## config.mk

```make
export PLATFORM = sky130hd
export DESIGN_NAME = trade_ohlc_bar_binner_core_flat
export DESIGN_NICKNAME = d
export VERILOG_FILES = /design/src/sv/obb_pkg.sv /design/src/sv/obb_in_if.sv /design/src/sv/obb_out_if.sv /design/src/sv/obb_div.sv /design/src/sv/obb_dp.sv /design/src/sv/obb_ctrl.sv /design/src/sv/trade_ohlc_bar_binner_core.sv /design/src/flat_wrapper.sv
export SDC_FILE = /design/constraint.sdc
export NUM_CORES = 2
export LEC_CHECK = 0
export BUFFER_PORTS_ARGS = -buffer_cell sky130_fd_sc_hd__buf_2
export CORE_MARGIN = 5
export CORE_UTILIZATION = 60
export CTS_CLUSTER_DIAMETER = 120
export DETAILED_ROUTE_END_ITERATION = 7
export PLACE_DENSITY = 0.8
export REMOVE_ABC_BUFFERS = 1
export SYNTH_ARGS = -nofsm -noshare
export SYNTH_HDL_FRONTEND = slang
export SYNTH_HIERARCHICAL = 1
export SYNTH_SLANG_ARGS = --single-unit
```

## constraint.sdc

```tcl
create_clock -name clk -period 35.3 [get_ports clk]
set_clock_uncertainty 0.2 [all_clocks]
set_input_delay 7.06 -clock clk [delete_from_list [all_inputs] [get_ports clk]]
set_output_delay 7.06 -clock clk [all_outputs]
set_load 0.005 [all_outputs]
```

## src/sv/obb_pkg.sv

```systemverilog
package obb_pkg;

	// Field widths
	localparam int TIME_W   = 32;
	localparam int PRICE_W  = 40;
	localparam int AMOUNT_W = 40;
	localparam int VOL_W    = 48;
	localparam int SUM_W    = 64;
	localparam int CNT_W    = 24;
	localparam int BS_W     = 17;
	localparam int NB_W     = 7;

	// Configuration port
	localparam int CFG_IDX_W  = 2;
	localparam int CFG_DATA_W = 32;

	localparam logic [CFG_IDX_W-1:0] CFG_BIN_SIZE     = 2'd0;
	localparam logic [CFG_IDX_W-1:0] CFG_WINDOW_START = 2'd1;
	localparam logic [CFG_IDX_W-1:0] CFG_NUM_BINS     = 2'd2;

	localparam logic [BS_W-1:0] BIN_SIZE_RESET = 17'd60;
	localparam logic [NB_W-1:0] NUM_BINS_RESET = 7'd64;

	localparam logic [CNT_W-1:0] COUNT_MAX = {CNT_W{1'b1}};
	localparam logic [VOL_W-1:0] VOL_MAX   = {VOL_W{1'b1}};

	// Input item kinds
	localparam logic KIND_TRADE = 1'b0;
	localparam logic KIND_FLUSH = 1'b1;

	typedef struct packed {
		logic                kind;
		logic [TIME_W-1:0]   trade_time;
		logic [PRICE_W-1:0]  trade_price;
		logic [AMOUNT_W-1:0] trade_amount;
	} in_item_t;

	typedef struct packed {
		logic [TIME_W-1:0]  bin_time;
		logic [PRICE_W-1:0] open_price;
		logic [PRICE_W-1:0] close_price;
		logic [PRICE_W-1:0] high_price;
		logic [PRICE_W-1:0] low_price;
		logic [PRICE_W-1:0] average_price;
		logic [VOL_W-1:0]   volume;
		logic               had_trades;
		logic               last_of_run;
	} out_item_t;

	// Controller to datapath
	typedef struct packed {
		logic latch;
		logic add_trade;
		logic start_div;
		logic emit;
		logic set_done;
	} cmd_t;

	// Datapath to controller
	typedef struct packed {
		logic done;
		logic kind;
		logic below_ws;
		logic below_lo;
		logic in_bin;
		logic beyond;
		logic flush_more;
		logic has_trades;
		logic div_busy;
		logic out_free;
	} status_t;

endpackage

```

## src/sv/obb_in_if.sv

```systemverilog
interface obb_in_if;
	logic                         valid;
	logic                         ready;
	logic                         kind;
	logic [obb_pkg::TIME_W-1:0]   trade_time;
	logic [obb_pkg::PRICE_W-1:0]  trade_price;
	logic [obb_pkg::AMOUNT_W-1:0] trade_amount;

	modport source (
		output valid, kind, trade_time, trade_price, trade_amount,
		input  ready
	);

	modport sink (
		input  valid, kind, trade_time, trade_price, trade_amount,
		output ready
	);
endinterface

```

## src/sv/obb_out_if.sv

```systemverilog
interface obb_out_if;
	logic                        valid;
	logic                        ready;
	logic [obb_pkg::TIME_W-1:0]  bin_time;
	logic [obb_pkg::PRICE_W-1:0] open_price;
	logic [obb_pkg::PRICE_W-1:0] close_price;
	logic [obb_pkg::PRICE_W-1:0] high_price;
	logic [obb_pkg::PRICE_W-1:0] low_price;
	logic [obb_pkg::PRICE_W-1:0] average_price;
	logic [obb_pkg::VOL_W-1:0]   volume;
	logic                        had_trades;
	logic                        last_of_run;

	modport source (
		output valid, bin_time, open_price, close_price, high_price, low_price,
		       average_price, volume, had_trades, last_of_run,
		input  ready
	);

	modport sink (
		input  valid, bin_time, open_price, close_price, high_price, low_price,
		       average_price, volume, had_trades, last_of_run,
		output ready
	);
endinterface

```

## src/sv/obb_div.sv

```systemverilog
// Restoring divider, one quotient bit per cycle. The quotient is known to fit
// PRICE_W bits, so the top of the dividend seeds the remainder directly.
module obb_div (
	input  logic                        clk,
	input  logic                        arst_n,
	input  logic                        start,
	input  logic [obb_pkg::SUM_W-1:0]   dividend,
	input  logic [obb_pkg::CNT_W-1:0]   divisor,
	output logic                        busy,
	output logic [obb_pkg::PRICE_W-1:0] quotient
);
	localparam int QW    = obb_pkg::PRICE_W;
	localparam int RW    = obb_pkg::CNT_W;
	localparam int CTR_W = $clog2(QW + 1);

	logic [RW-1:0]    rem_q;
	logic [QW-1:0]    acc_q;
	logic [CTR_W-1:0] cnt_q;
	logic             busy_q;
	logic [RW+1:0]    trial;
	logic             neg;

	// Trial subtract of the divisor from the shifted remainder
	assign trial = {1'b0, rem_q, acc_q[QW-1]} - {2'b00, divisor};
	assign neg   = trial[RW+1];

	// Sequence the iterations
	always_ff @(posedge clk or negedge arst_n) begin
		if (!arst_n) begin
			busy_q <= 1'b0;
			cnt_q  <= '0;
		end else if (start) begin
			busy_q <= 1'b1;
			cnt_q  <= CTR_W'(QW);
		end else if (busy_q) begin
			cnt_q <= cnt_q - CTR_W'(1);
			if (cnt_q == CTR_W'(1)) begin
				busy_q <= 1'b0;
			end
		end
	end

	// Shift dividend bits in, quotient bits out
	always_ff @(posedge clk) begin
		if (start) begin
			rem_q <= dividend[obb_pkg::SUM_W-1:QW];
			acc_q <= dividend[QW-1:0];
		end else if (busy_q) begin
			rem_q <= neg ? {rem_q[RW-2:0], acc_q[QW-1]} : trial[RW-1:0];
			acc_q <= {acc_q[QW-2:0], ~neg};
		end
	end

	assign busy     = busy_q;
	assign quotient = acc_q;
endmodule

```

## src/sv/obb_dp.sv

```systemverilog
// Datapath: configuration, open-bin accumulators, bin window tracking,
// mean divider and the output register.
module obb_dp #(
	parameter int NUM_BINS = 64
) (
	input  logic                                clk,
	input  logic                                arst_n,
	input  logic                                cfg_we,
	input  logic [obb_pkg::CFG_IDX_W-1:0]       cfg_index,
	input  logic [obb_pkg::CFG_DATA_W-1:0]      cfg_data,
	input  obb_pkg::in_item_t                   in_item,
	input  obb_pkg::cmd_t                       cmd,
	output obb_pkg::status_t                    st,
	input  logic                                out_ready,
	output logic                                out_valid,
	output obb_pkg::out_item_t                  out_item
);
	localparam int IDX_W = $clog2(NUM_BINS + 1);
	localparam int LO_W  = IDX_W + obb_pkg::BS_W;
	localparam int HI_W  = LO_W + 2;
	localparam int TW    = obb_pkg::TIME_W;
	localparam int PW    = obb_pkg::PRICE_W;
	localparam int VW    = obb_pkg::VOL_W;
	localparam int CW    = obb_pkg::CNT_W;

	// Configuration registers
	logic [obb_pkg::BS_W-1:0] cfg_bs_q;
	logic [TW-1:0]            cfg_ws_q;
	logic [obb_pkg::NB_W-1:0] cfg_nb_q;
	logic                     cfg_hit;

	// Latched request
	logic                         item_kind_q;
	logic [TW-1:0]                item_time_q;
	logic [PW-1:0]                item_price_q;
	logic [obb_pkg::AMOUNT_W-1:0] item_amount_q;
	logic [TW:0]                  diff_q;

	// Window state
	logic [IDX_W-1:0]          idx_q;
	logic [LO_W-1:0]           lo_q;
	logic [LO_W-1:0]           lim_q;
	logic [PW-1:0]             open_q;
	logic [PW-1:0]             high_q;
	logic [PW-1:0]             low_q;
	logic [PW-1:0]             close_q;
	logic [TW-1:0]             newest_q;
	logic [obb_pkg::SUM_W-1:0] sum_q;
	logic [CW-1:0]             count_q;
	logic [VW-1:0]             vol_q;
	logic [PW-1:0]             prev_avg_q;
	logic                      have_prev_q;
	logic                      done_q;

	// Output register
	logic               out_valid_q;
	obb_pkg::out_item_t out_q;

	logic [obb_pkg::BS_W-1:0] bse;
	logic [IDX_W-1:0]         nbe;
	logic [TW-1:0]            d;
	logic [HI_W-1:0]          hi1;
	logic [HI_W-1:0]          hi2;
	logic [IDX_W:0]           idx_inc;
	logic                     first;
	logic [VW:0]              vol_add;
	logic [PW-1:0]            fill;
	logic [PW-1:0]            quotient;
	logic                     div_busy;
	logic                     last;
	logic                     out_free;
	obb_pkg::out_item_t       emit_item;

	// Decode the register index
	always_comb begin
		unique case (cfg_index) inside
			obb_pkg::CFG_BIN_SIZE, obb_pkg::CFG_WINDOW_START,
			obb_pkg::CFG_NUM_BINS: cfg_hit = cfg_we;
			default:               cfg_hit = 1'b0;
		endcase
	end

	always_ff @(posedge clk or negedge arst_n) begin
		if (!arst_n) begin
			cfg_bs_q <= obb_pkg::BIN_SIZE_RESET;
			cfg_ws_q <= '0;
			cfg_nb_q <= obb_pkg::NUM_BINS_RESET;
		end else if (cfg_we) begin
			unique case (cfg_index)
				obb_pkg::CFG_BIN_SIZE:     cfg_bs_q <= cfg_data[obb_pkg::BS_W-1:0];
				obb_pkg::CFG_WINDOW_START: cfg_ws_q <= cfg_data[TW-1:0];
				obb_pkg::CFG_NUM_BINS:     cfg_nb_q <= cfg_data[obb_pkg::NB_W-1:0];
				default: ;
			endcase
		end
	end

	// Effective bin size and bin count
	assign bse = (cfg_bs_q == '0) ? obb_pkg::BS_W'(1) : cfg_bs_q;
	always_comb begin
		if (cfg_nb_q == '0) begin
			nbe = IDX_W'(1);
		end else if (cfg_nb_q > obb_pkg::NB_W'(NUM_BINS)) begin
			nbe = IDX_W'(NUM_BINS);
		end else begin
			nbe = cfg_nb_q[IDX_W-1:0];
		end
	end

	// Window end offset, refreshed every cycle from the registers
	always_ff @(posedge clk) begin
		lim_q <= LO_W'(nbe) * LO_W'(bse);
	end

	// Capture the request and its offset into the window
	always_ff @(posedge clk) begin
		if (cmd.latch) begin
			item_kind_q   <= in_item.kind;
			item_time_q   <= in_item.trade_time;
			item_price_q  <= in_item.trade_price;
			item_amount_q <= in_item.trade_amount;
			diff_q        <= {1'b0, in_item.trade_time} - {1'b0, cfg_ws_q};
		end
	end

	assign d       = diff_q[TW-1:0];
	assign hi1     = HI_W'(lo_q) + HI_W'(bse);
	assign hi2     = hi1 + HI_W'(bse);
	assign idx_inc = {1'b0, idx_q} + (IDX_W + 1)'(1);
	assign first   = (count_q == '0);
	assign vol_add = {1'b0, vol_q} + (VW + 1)'(item_amount_q);
	assign fill    = have_prev_q ? prev_avg_q : '0;

	// Last bin of this run: the next check either adds the trade or ends the flush
	assign last = (item_kind_q == obb_pkg::KIND_FLUSH) ? (idx_inc >= {1'b0, nbe})
	                                                   : (d <= TW'(hi2));

	// Mean of the open bin
	obb_div u_div (
		.clk      (clk),
		.arst_n   (arst_n),
		.start    (cmd.start_div),
		.dividend (sum_q),
		.divisor  (count_q),
		.busy     (div_busy),
		.quotient (quotient)
	);

	// Assemble the closing bin
	always_comb begin
		if (!first) begin
			emit_item.bin_time      = newest_q;
			emit_item.open_price    = open_q;
			emit_item.close_price   = close_q;
			emit_item.high_price    = high_q;
			emit_item.low_price     = low_q;
			emit_item.average_price = quotient;
			emit_item.volume        = vol_q;
			emit_item.had_trades    = 1'b1;
		end else begin
			emit_item.bin_time      = cfg_ws_q + TW'(lo_q);
			emit_item.open_price    = fill;
			emit_item.close_price   = fill;
			emit_item.high_price    = fill;
			emit_item.low_price     = fill;
			emit_item.average_price = fill;
			emit_item.volume        = '0;
			emit_item.had_trades    = 1'b0;
		end
		emit_item.last_of_run = last;
	end

	// Window state: restart on configuration, mark the window done, close bins, add trades
	always_ff @(posedge clk or negedge arst_n) begin
		if (!arst_n) begin
			idx_q       <= '0;
			lo_q        <= '0;
			open_q      <= '0;
			high_q      <= '0;
			low_q       <= '0;
			close_q     <= '0;
			newest_q    <= '0;
			sum_q       <= '0;
			count_q     <= '0;
			vol_q       <= '0;
			prev_avg_q  <= '0;
			have_prev_q <= 1'b0;
			done_q      <= 1'b0;
		end else if (cfg_hit) begin
			idx_q       <= '0;
			lo_q        <= '0;
			open_q      <= '0;
			high_q      <= '0;
			low_q       <= '0;
			close_q     <= '0;
			newest_q    <= '0;
			sum_q       <= '0;
			count_q     <= '0;
			vol_q       <= '0;
			prev_avg_q  <= '0;
			have_prev_q <= 1'b0;
			done_q      <= 1'b0;
		end else begin
			if (cmd.set_done) begin
				done_q <= 1'b1;
			end
			if (cmd.emit) begin
				prev_avg_q  <= emit_item.average_price;
				have_prev_q <= 1'b1;
				idx_q       <= idx_q + IDX_W'(1);
				lo_q        <= lo_q + LO_W'(bse);
				open_q      <= '0;
				high_q      <= '0;
				low_q       <= '0;
				close_q     <= '0;
				newest_q    <= '0;
				sum_q       <= '0;
				count_q     <= '0;
				vol_q       <= '0;
			end else if (cmd.add_trade) begin
				if (first) begin
					open_q <= item_price_q;
				end
				if (first || item_price_q > high_q) begin
					high_q <= item_price_q;
				end
				if (first || item_price_q < low_q) begin
					low_q <= item_price_q;
				end
				close_q  <= item_price_q;
				newest_q <= item_time_q;
				if (count_q < obb_pkg::COUNT_MAX) begin
					count_q <= count_q + CW'(1);
					sum_q   <= sum_q + obb_pkg::SUM_W'(item_price_q);
				end
				vol_q <= vol_add[VW] ? obb_pkg::VOL_MAX : vol_add[VW-1:0];
			end
		end
	end

	// Hold a result until the sink takes it
	assign out_free = !out_valid_q || out_ready;

	always_ff @(posedge clk or negedge arst_n) begin
		if (!arst_n) begin
			out_valid_q <= 1'b0;
		end else if (cmd.emit) begin
			out_valid_q <= 1'b1;
		end else if (out_ready) begin
			out_valid_q <= 1'b0;
		end
	end

	always_ff @(posedge clk) begin
		if (cmd.emit) begin
			out_q <= emit_item;
		end
	end

	assign out_valid = out_valid_q;
	assign out_item  = out_q;

	// Status toward the controller
	assign st.done       = done_q;
	assign st.kind       = item_kind_q;
	assign st.below_ws   = diff_q[TW];
	assign st.below_lo   = d < TW'(lo_q);
	assign st.in_bin     = d <= TW'(hi1);
	assign st.beyond     = d > TW'(lim_q);
	assign st.flush_more = idx_q < nbe;
	assign st.has_trades = !first;
	assign st.div_busy   = div_busy;
	assign st.out_free   = out_free;
endmodule

```

## src/sv/obb_ctrl.sv

```systemverilog
// Controller: classify each request, then close bins one by one.
module obb_ctrl (
	input  logic             clk,
	input  logic             arst_n,
	input  logic             in_valid,
	output logic             in_ready,
	input  obb_pkg::status_t st,
	output obb_pkg::cmd_t    cmd
);
	typedef enum logic [4:0] {
		S_IDLE  = 5'b00001,
		S_EVAL  = 5'b00010,
		S_CLOSE = 5'b00100,
		S_DIV   = 5'b01000,
		S_EMIT  = 5'b10000
	} state_t;

	state_t state_q;
	state_t state_d;

	assign in_ready = (state_q == S_IDLE);

	// Next state and commands
	always_comb begin
		state_d       = state_q;
		cmd           = '0;
		cmd.latch     = 1'b0;
		unique case (state_q)
			S_IDLE: begin
				if (in_valid) begin
					cmd.latch = 1'b1;
					state_d   = S_EVAL;
				end
			end
			S_EVAL: begin
				if (st.done) begin
					state_d = S_IDLE;
				end else if (st.kind == obb_pkg::KIND_FLUSH) begin
					if (st.flush_more) begin
						state_d = S_CLOSE;
					end else begin
						cmd.set_done = 1'b1;
						state_d      = S_IDLE;
					end
				end else if (st.below_ws || st.below_lo) begin
					state_d = S_IDLE;
				end else if (st.in_bin) begin
					cmd.add_trade = 1'b1;
					state_d       = S_IDLE;
				end else if (st.beyond) begin
					state_d = S_IDLE;
				end else begin
					state_d = S_CLOSE;
				end
			end
			S_CLOSE: begin
				if (st.has_trades) begin
					cmd.start_div = 1'b1;
					state_d       = S_DIV;
				end else begin
					state_d = S_EMIT;
				end
			end
			S_DIV: begin
				if (!st.div_busy) begin
					state_d = S_EMIT;
				end
			end
			S_EMIT: begin
				if (st.out_free) begin
					cmd.emit = 1'b1;
					state_d  = S_EVAL;
				end
			end
			default: state_d = S_IDLE;
		endcase
	end

	always_ff @(posedge clk or negedge arst_n) begin
		if (!arst_n) begin
			state_q <= S_IDLE;
		end else begin
			state_q <= state_d;
		end
	end

	a_start_idle: assert property (@(posedge clk) disable iff (!arst_n)
		cmd.start_div |-> !st.div_busy)
		else $error("divider started while busy");

	a_emit_ready: assert property (@(posedge clk) disable iff (!arst_n)
		cmd.emit |-> (st.out_free && !st.div_busy))
		else $error("bin closed without free output or with mean pending");

	a_add_live: assert property (@(posedge clk) disable iff (!arst_n)
		cmd.add_trade |-> (!st.done && st.kind == obb_pkg::KIND_TRADE && !st.below_lo))
		else $error("trade added to a finished window or older bin");

	a_done_flush: assert property (@(posedge clk) disable iff (!arst_n)
		cmd.set_done |-> (st.kind == obb_pkg::KIND_FLUSH && !st.flush_more))
		else $error("window closed with bins left");
endmodule

```

## src/sv/trade_ohlc_bar_binner_core.sv

```systemverilog
// OHLC bar binner. Trades (oldest first) fall into bins of bin_size seconds
// starting at window_start; each closed bin comes out as one result with
// open, close, high, low, truncated mean and saturating volume, empty bins
// carrying the previous mean forward. A flush request closes the rest of the
// window. One request is handled at a time. A trade inside the open bin, or a
// dropped one, is accepted and then classified. An empty bin closes without
// the divider; one that held trades waits on the one-bit-per-cycle divider
// that forms the 40-bit mean. A full output register stalls closing.
// Any write to a listed register restarts the window.
module trade_ohlc_bar_binner_core #(
	parameter int NUM_BINS = 64
) (
	input  logic                              clk,
	input  logic                              arst_n,
	input  logic                              cfg_we,
	input  logic [obb_pkg::CFG_IDX_W-1:0]     cfg_index,
	input  logic [obb_pkg::CFG_DATA_W-1:0]    cfg_data,
	obb_in_if.sink                            in_ch,
	obb_out_if.source                         out_ch
);
	obb_pkg::cmd_t      cmd;
	obb_pkg::status_t   st;
	obb_pkg::in_item_t  in_item;
	obb_pkg::out_item_t out_item;

	// Pack the request
	assign in_item.kind         = in_ch.kind;
	assign in_item.trade_time   = in_ch.trade_time;
	assign in_item.trade_price  = in_ch.trade_price;
	assign in_item.trade_amount = in_ch.trade_amount;

	obb_ctrl u_ctrl (
		.clk      (clk),
		.arst_n   (arst_n),
		.in_valid (in_ch.valid),
		.in_ready (in_ch.ready),
		.st       (st),
		.cmd      (cmd)
	);

	obb_dp #(
		.NUM_BINS (NUM_BINS)
	) u_dp (
		.clk       (clk),
		.arst_n    (arst_n),
		.cfg_we    (cfg_we),
		.cfg_index (cfg_index),
		.cfg_data  (cfg_data),
		.in_item   (in_item),
		.cmd       (cmd),
		.st        (st),
		.out_ready (out_ch.ready),
		.out_valid (out_ch.valid),
		.out_item  (out_item)
	);

	// Unpack the result
	assign out_ch.bin_time      = out_item.bin_time;
	assign out_ch.open_price    = out_item.open_price;
	assign out_ch.close_price   = out_item.close_price;
	assign out_ch.high_price    = out_item.high_price;
	assign out_ch.low_price     = out_item.low_price;
	assign out_ch.average_price = out_item.average_price;
	assign out_ch.volume        = out_item.volume;
	assign out_ch.had_trades    = out_item.had_trades;
	assign out_ch.last_of_run   = out_item.last_of_run;
endmodule
```

## src/flat_wrapper.sv

```systemverilog
// flat-port wrapper written by rule: the top's interface ports become plain ports
module trade_ohlc_bar_binner_core_flat 
#(
	parameter int NUM_BINS = 64
)
  (clk, arst_n, cfg_we, cfg_index, cfg_data, in_ch_valid, in_ch_kind, in_ch_trade_time, in_ch_trade_price, in_ch_trade_amount, in_ch_ready, out_ch_valid, out_ch_bin_time, out_ch_open_price, out_ch_close_price, out_ch_high_price, out_ch_low_price, out_ch_average_price, out_ch_volume, out_ch_had_trades, out_ch_last_of_run, out_ch_ready);
  obb_in_if in_ch_i ();
  obb_out_if out_ch_i ();
  input  logic clk;
  input  logic arst_n;
  input  logic cfg_we;
  input  logic [obb_pkg::CFG_IDX_W-1:0] cfg_index;
  input  logic [obb_pkg::CFG_DATA_W-1:0] cfg_data;
  input wire logic [$bits(in_ch_i.valid)-1:0] in_ch_valid;
  input wire logic [$bits(in_ch_i.kind)-1:0] in_ch_kind;
  input wire logic [$bits(in_ch_i.trade_time)-1:0] in_ch_trade_time;
  input wire logic [$bits(in_ch_i.trade_price)-1:0] in_ch_trade_price;
  input wire logic [$bits(in_ch_i.trade_amount)-1:0] in_ch_trade_amount;
  output wire logic [$bits(in_ch_i.ready)-1:0] in_ch_ready;
  output wire logic [$bits(out_ch_i.valid)-1:0] out_ch_valid;
  output wire logic [$bits(out_ch_i.bin_time)-1:0] out_ch_bin_time;
  output wire logic [$bits(out_ch_i.open_price)-1:0] out_ch_open_price;
  output wire logic [$bits(out_ch_i.close_price)-1:0] out_ch_close_price;
  output wire logic [$bits(out_ch_i.high_price)-1:0] out_ch_high_price;
  output wire logic [$bits(out_ch_i.low_price)-1:0] out_ch_low_price;
  output wire logic [$bits(out_ch_i.average_price)-1:0] out_ch_average_price;
  output wire logic [$bits(out_ch_i.volume)-1:0] out_ch_volume;
  output wire logic [$bits(out_ch_i.had_trades)-1:0] out_ch_had_trades;
  output wire logic [$bits(out_ch_i.last_of_run)-1:0] out_ch_last_of_run;
  input wire logic [$bits(out_ch_i.ready)-1:0] out_ch_ready;
  assign in_ch_i.valid = in_ch_valid;
  assign in_ch_i.kind = in_ch_kind;
  assign in_ch_i.trade_time = in_ch_trade_time;
  assign in_ch_i.trade_price = in_ch_trade_price;
  assign in_ch_i.trade_amount = in_ch_trade_amount;
  assign in_ch_ready = in_ch_i.ready;
  assign out_ch_valid = out_ch_i.valid;
  assign out_ch_bin_time = out_ch_i.bin_time;
  assign out_ch_open_price = out_ch_i.open_price;
  assign out_ch_close_price = out_ch_i.close_price;
  assign out_ch_high_price = out_ch_i.high_price;
  assign out_ch_low_price = out_ch_i.low_price;
  assign out_ch_average_price = out_ch_i.average_price;
  assign out_ch_volume = out_ch_i.volume;
  assign out_ch_had_trades = out_ch_i.had_trades;
  assign out_ch_last_of_run = out_ch_i.last_of_run;
  assign out_ch_i.ready = out_ch_ready;
  trade_ohlc_bar_binner_core #(.NUM_BINS(NUM_BINS)) u_core (.clk(clk), .arst_n(arst_n), .cfg_we(cfg_we), .cfg_index(cfg_index), .cfg_data(cfg_data), .in_ch(in_ch_i), .out_ch(out_ch_i));
endmodule
```

==> results.yml <==
layout:
  drive_above_1_share: 0.145
  final_area_sq_um: 64600
  final_cell_mix: "nand2_1 (637), edfxtp_1 (492), dfrtp_1 (464), buf_2 (434), ha_1 (431)"
  fin_nets: 6613
  synthToLayoutAreaGrowth_pct: 11.6
  final_common_cell: "nand2_1"
yosys:
  yosys_warnings: 6
  ys_seq_elements: 986
  syn_area_per_cell_sq_um: 10.3
  syn_inst: 5634
  async_reset_ff_frac: 0.477
  synth.cell_area_sq_um: 57900
  synthFlopType: "edfxtp_1"
  synth_seq_area_share: 0.467
  synthDistinctLibCells: 113
  synth-edff-count: 492
sta:
  setup_viol: 0
  timing.final.crit_share: 0.323
  finalHoldViolCount: 0
  drv_slew: 0
  tightest_slew_ns: 1.35
  min_period_ns: 11.40
  grt_setup_unrepaired: "no"
  worst_hold_slack_ns: 0.290
  max_freq_ghz: 0.0877
  relSlewSlack: 0.0980
  fin_setup_tns_ns: 0
outcome:
  outcome: "finished clean"
route:
  route.detailed.drc: 0
  drtPass1Iterations: 6
  drt_wl_total_mm: 163
  initialDrtViolationCount: 4710
  vias_per_cell: 6.31
  vias: 46200
  wire_per_inst_microns: 22.3
  ant_nets: 0
setup_path:
  cp-start-kind: "input pin"
  cp.arrival_ns: 11.83
  critPathLaunch: "cfg_we"
  r2r_setup_slack_ns: 25.23
  worst_setup_path_end_kind: "register"
  critPathMaxFanout: 107
  critical_path_class: "input pin to register"
  cp_data_required_time_ns: 35.73
  timing.rr.start: "u_core/u_dp/cfg_bs_q[8]"
  reg2reg_depth: 35
floorplanning:
  fp.dieH_microns: 321
  die_w_microns: 321
  boundaryPins: 436
  die-area_sq_um: 103000
  num_rows: 114
  start_util: 0.601
  coreArea_sq_um: 96300
pwr:
  p_leak_nw: 28.4
  ir_drop_mv: 0.0593
  p_per_area_nw_per_um2: 56.2
  intPower_mw: 2.44
  pwr-share-clk: 0.311
  seq_power_share: 0.398
  share_comb_of_total_power: 0.291
  swShare: 0.330
  power_switching_mw: 1.20
worst_hold_path:
  hold-path-cell-count: 2
  min_from: "u_core/u_dp/item_time_q[0]"
  holdCritPathClass: "register to register"
cts:
  clk_path_buf_depth: 3
  post_cts_buffers: 0
  cts.sinks: 986
  cts_tree: "done"
  cts.htree.levels: 3
  cts_hold_buf: 0
  clk_pin_slew_ns: 0.07
  cts_buffers: 103
  ctsResizeCount: 0
  insertion_delay_ns: 0.70
  ctsRootBufferMaster: "clkbuf_16"
global_routing:
  grtUsageMet1: 0.394
  antenna_found_initial: 15
  grtUsageMet2: 0.514
  grt_usage: 0.310
  gr-total-overflow: 0
  met3_usage: 0.0511
  grt_pass1_vias: 45800
  grt_pass1_wl_mm: 255
  top_usage_layer: "met2"
  grt_max_degree: 163
placement:
  dp_hpwl_mm: 114
  placed_area_sq_um: 61100
  portBuffers: 435
  gp_congestion: 0.968
job:
  maxCapViolCount: 0
[stage by stage]
stage	std cells	total power, mW	util	worst slack (ns)
after floorplan	5358	2.20	-	-30.28
after CTS	7315	3.64	0.671	24.14
after global placement	7120	2.46	0.634	23.60
after detailed placement	7120	2.50	0.634	23.40
final	7328	3.63	0.671	23.90
after global routing	7328	3.84	0.671	23.70
[path summary, 6_finish.rpt]
kind / endpoint
worst max-delay path: u_core/u_dp/low_q[6]
worst min-delay path: u_core/u_dp/newest_q[0]
worst max register to register: u_core/u_dp/sum_q[51]
worst min register to register: u_core/u_dp/newest_q[0]
max in group asynchronous: u_core/u_dp/u_div/cnt_q[0]
min in group asynchronous: u_core/u_dp/open_q[5]
[synth_stat cells, types with 17 or more instances]
cell type / n / area share
buf_1: 17 / 0.0011
nor4_1: 58 / 0.0063
a31oi_1: 24 / 0.0026
and2_1: 103 / 0.011
xnor2_1: 145 / 0.022
nand2_1: 638 / 0.041
dfrtp_1: 464 / 0.20
inv_1: 348 / 0.023
nor2b_1: 47 / 0.0051
and3_1: 34 / 0.0037
clkbuf_1: 238 / 0.015
o211ai_1: 68 / 0.0088
a22o_1: 61 / 0.0092
fa_1: 81 / 0.028
a311oi_1: 88 / 0.013
o21ai_0: 323 / 0.028
nor3_1: 55 / 0.0048
or3_1: 23 / 0.0025
a21o_1: 122 / 0.016
nor2_1: 385 / 0.025
o21a_1: 55 / 0.0071
nand4_1: 61 / 0.0066
nand3_1: 238 / 0.021
o31ai_1: 17 / 0.0022
mux2i_1: 107 / 0.019
edfxtp_1: 492 / 0.26
xor2_1: 108 / 0.016
ha_1: 431 / 0.093
o21bai_1: 18 / 0.0023
a21oi_1: 286 / 0.025
a211oi_1: 40 / 0.0052
dfxtp_1: 24 / 0.0083
mux2_2: 138 / 0.027
nand2b_1: 39 / 0.0042
[critical path: stages]
cell	delay, ns
buf_2	0.12
a21boi_4	0.13
buf_4	0.33
buf_4	0.42
nor2_4	1.05
buf_4	0.99
buf_4	0.89
nand3_1	0.23
nor4_1	0.26
a311oi_1	0.09
nand2_1	0.11
[state kept, by name, indices dropped and copies added (netlist names), 33 cells and up]
register	cells
u_core/u_dp/sum_q	64
u_core/u_dp/item_price_q	40
u_core/u_dp/vol_q	48
u_core/u_dp/u_div/quotient	40
u_core/u_dp/out_item	282
u_core/u_dp/prev_avg_q	40
u_core/u_dp/high_q	40
u_core/u_dp/diff_q	33
u_core/u_dp/low_q	40
u_core/u_dp/item_amount_q	40
u_core/u_dp/close_q	40
u_core/u_dp/open_q	40
[cell type report]
| cell class | count | area, sq um |
|---|---|---|
| Timing Repair Buffer | 486 | 2590 |
| Inverter | 349 | 1320 |
| Clock inverter | 64 | 737 |
| Sequential cell | 986 | 27000 |
| Antenna cell | 13 | 32.5 |
| Tap cell | 1276 | 1600 |
| Fill cell | 7182 | 31700 |
| Multi-Input combinational cell | 4023 | 28500 |
| Clock buffer | 131 | 2780 |
[power by group through the flow]
| stage | clock network (mW) | logic [mW] | registers, mW |
|---|---|---|---|
| after floorplan | 0 | 0.782 | 1.42 |
| after global placement | 0 | 0.999 | 1.46 |
| after detailed placement | 0 | 1.04 | 1.46 |
| after CTS | 1.14 | 1.05 | 1.44 |
| after global routing | 1.20 | 1.19 | 1.46 |
| final | 1.13 | 1.06 | 1.45 |
[kinds of logic after synthesis]
group,share of synthesized area
fa+ha+maj,0.122
mux,0.0455
other cells,0.0000648
compound gates,0.142
xor+xnor,0.0383
simple gates,0.144
flops,0.467
buf+inv,0.0423
[metal layers]
| metal | vias to the layer above | wire length [microns] |
|---|---|---|
| met1 | 22500 | 63200 |
| met2 | 2304 | 78600 |
| met3 | 520 | 12800 |
| met5 | - | 29 |
| li1 | 20900 | - |
| met4 | 4 | 8660 |
Power figures use the tool's default switching activity.
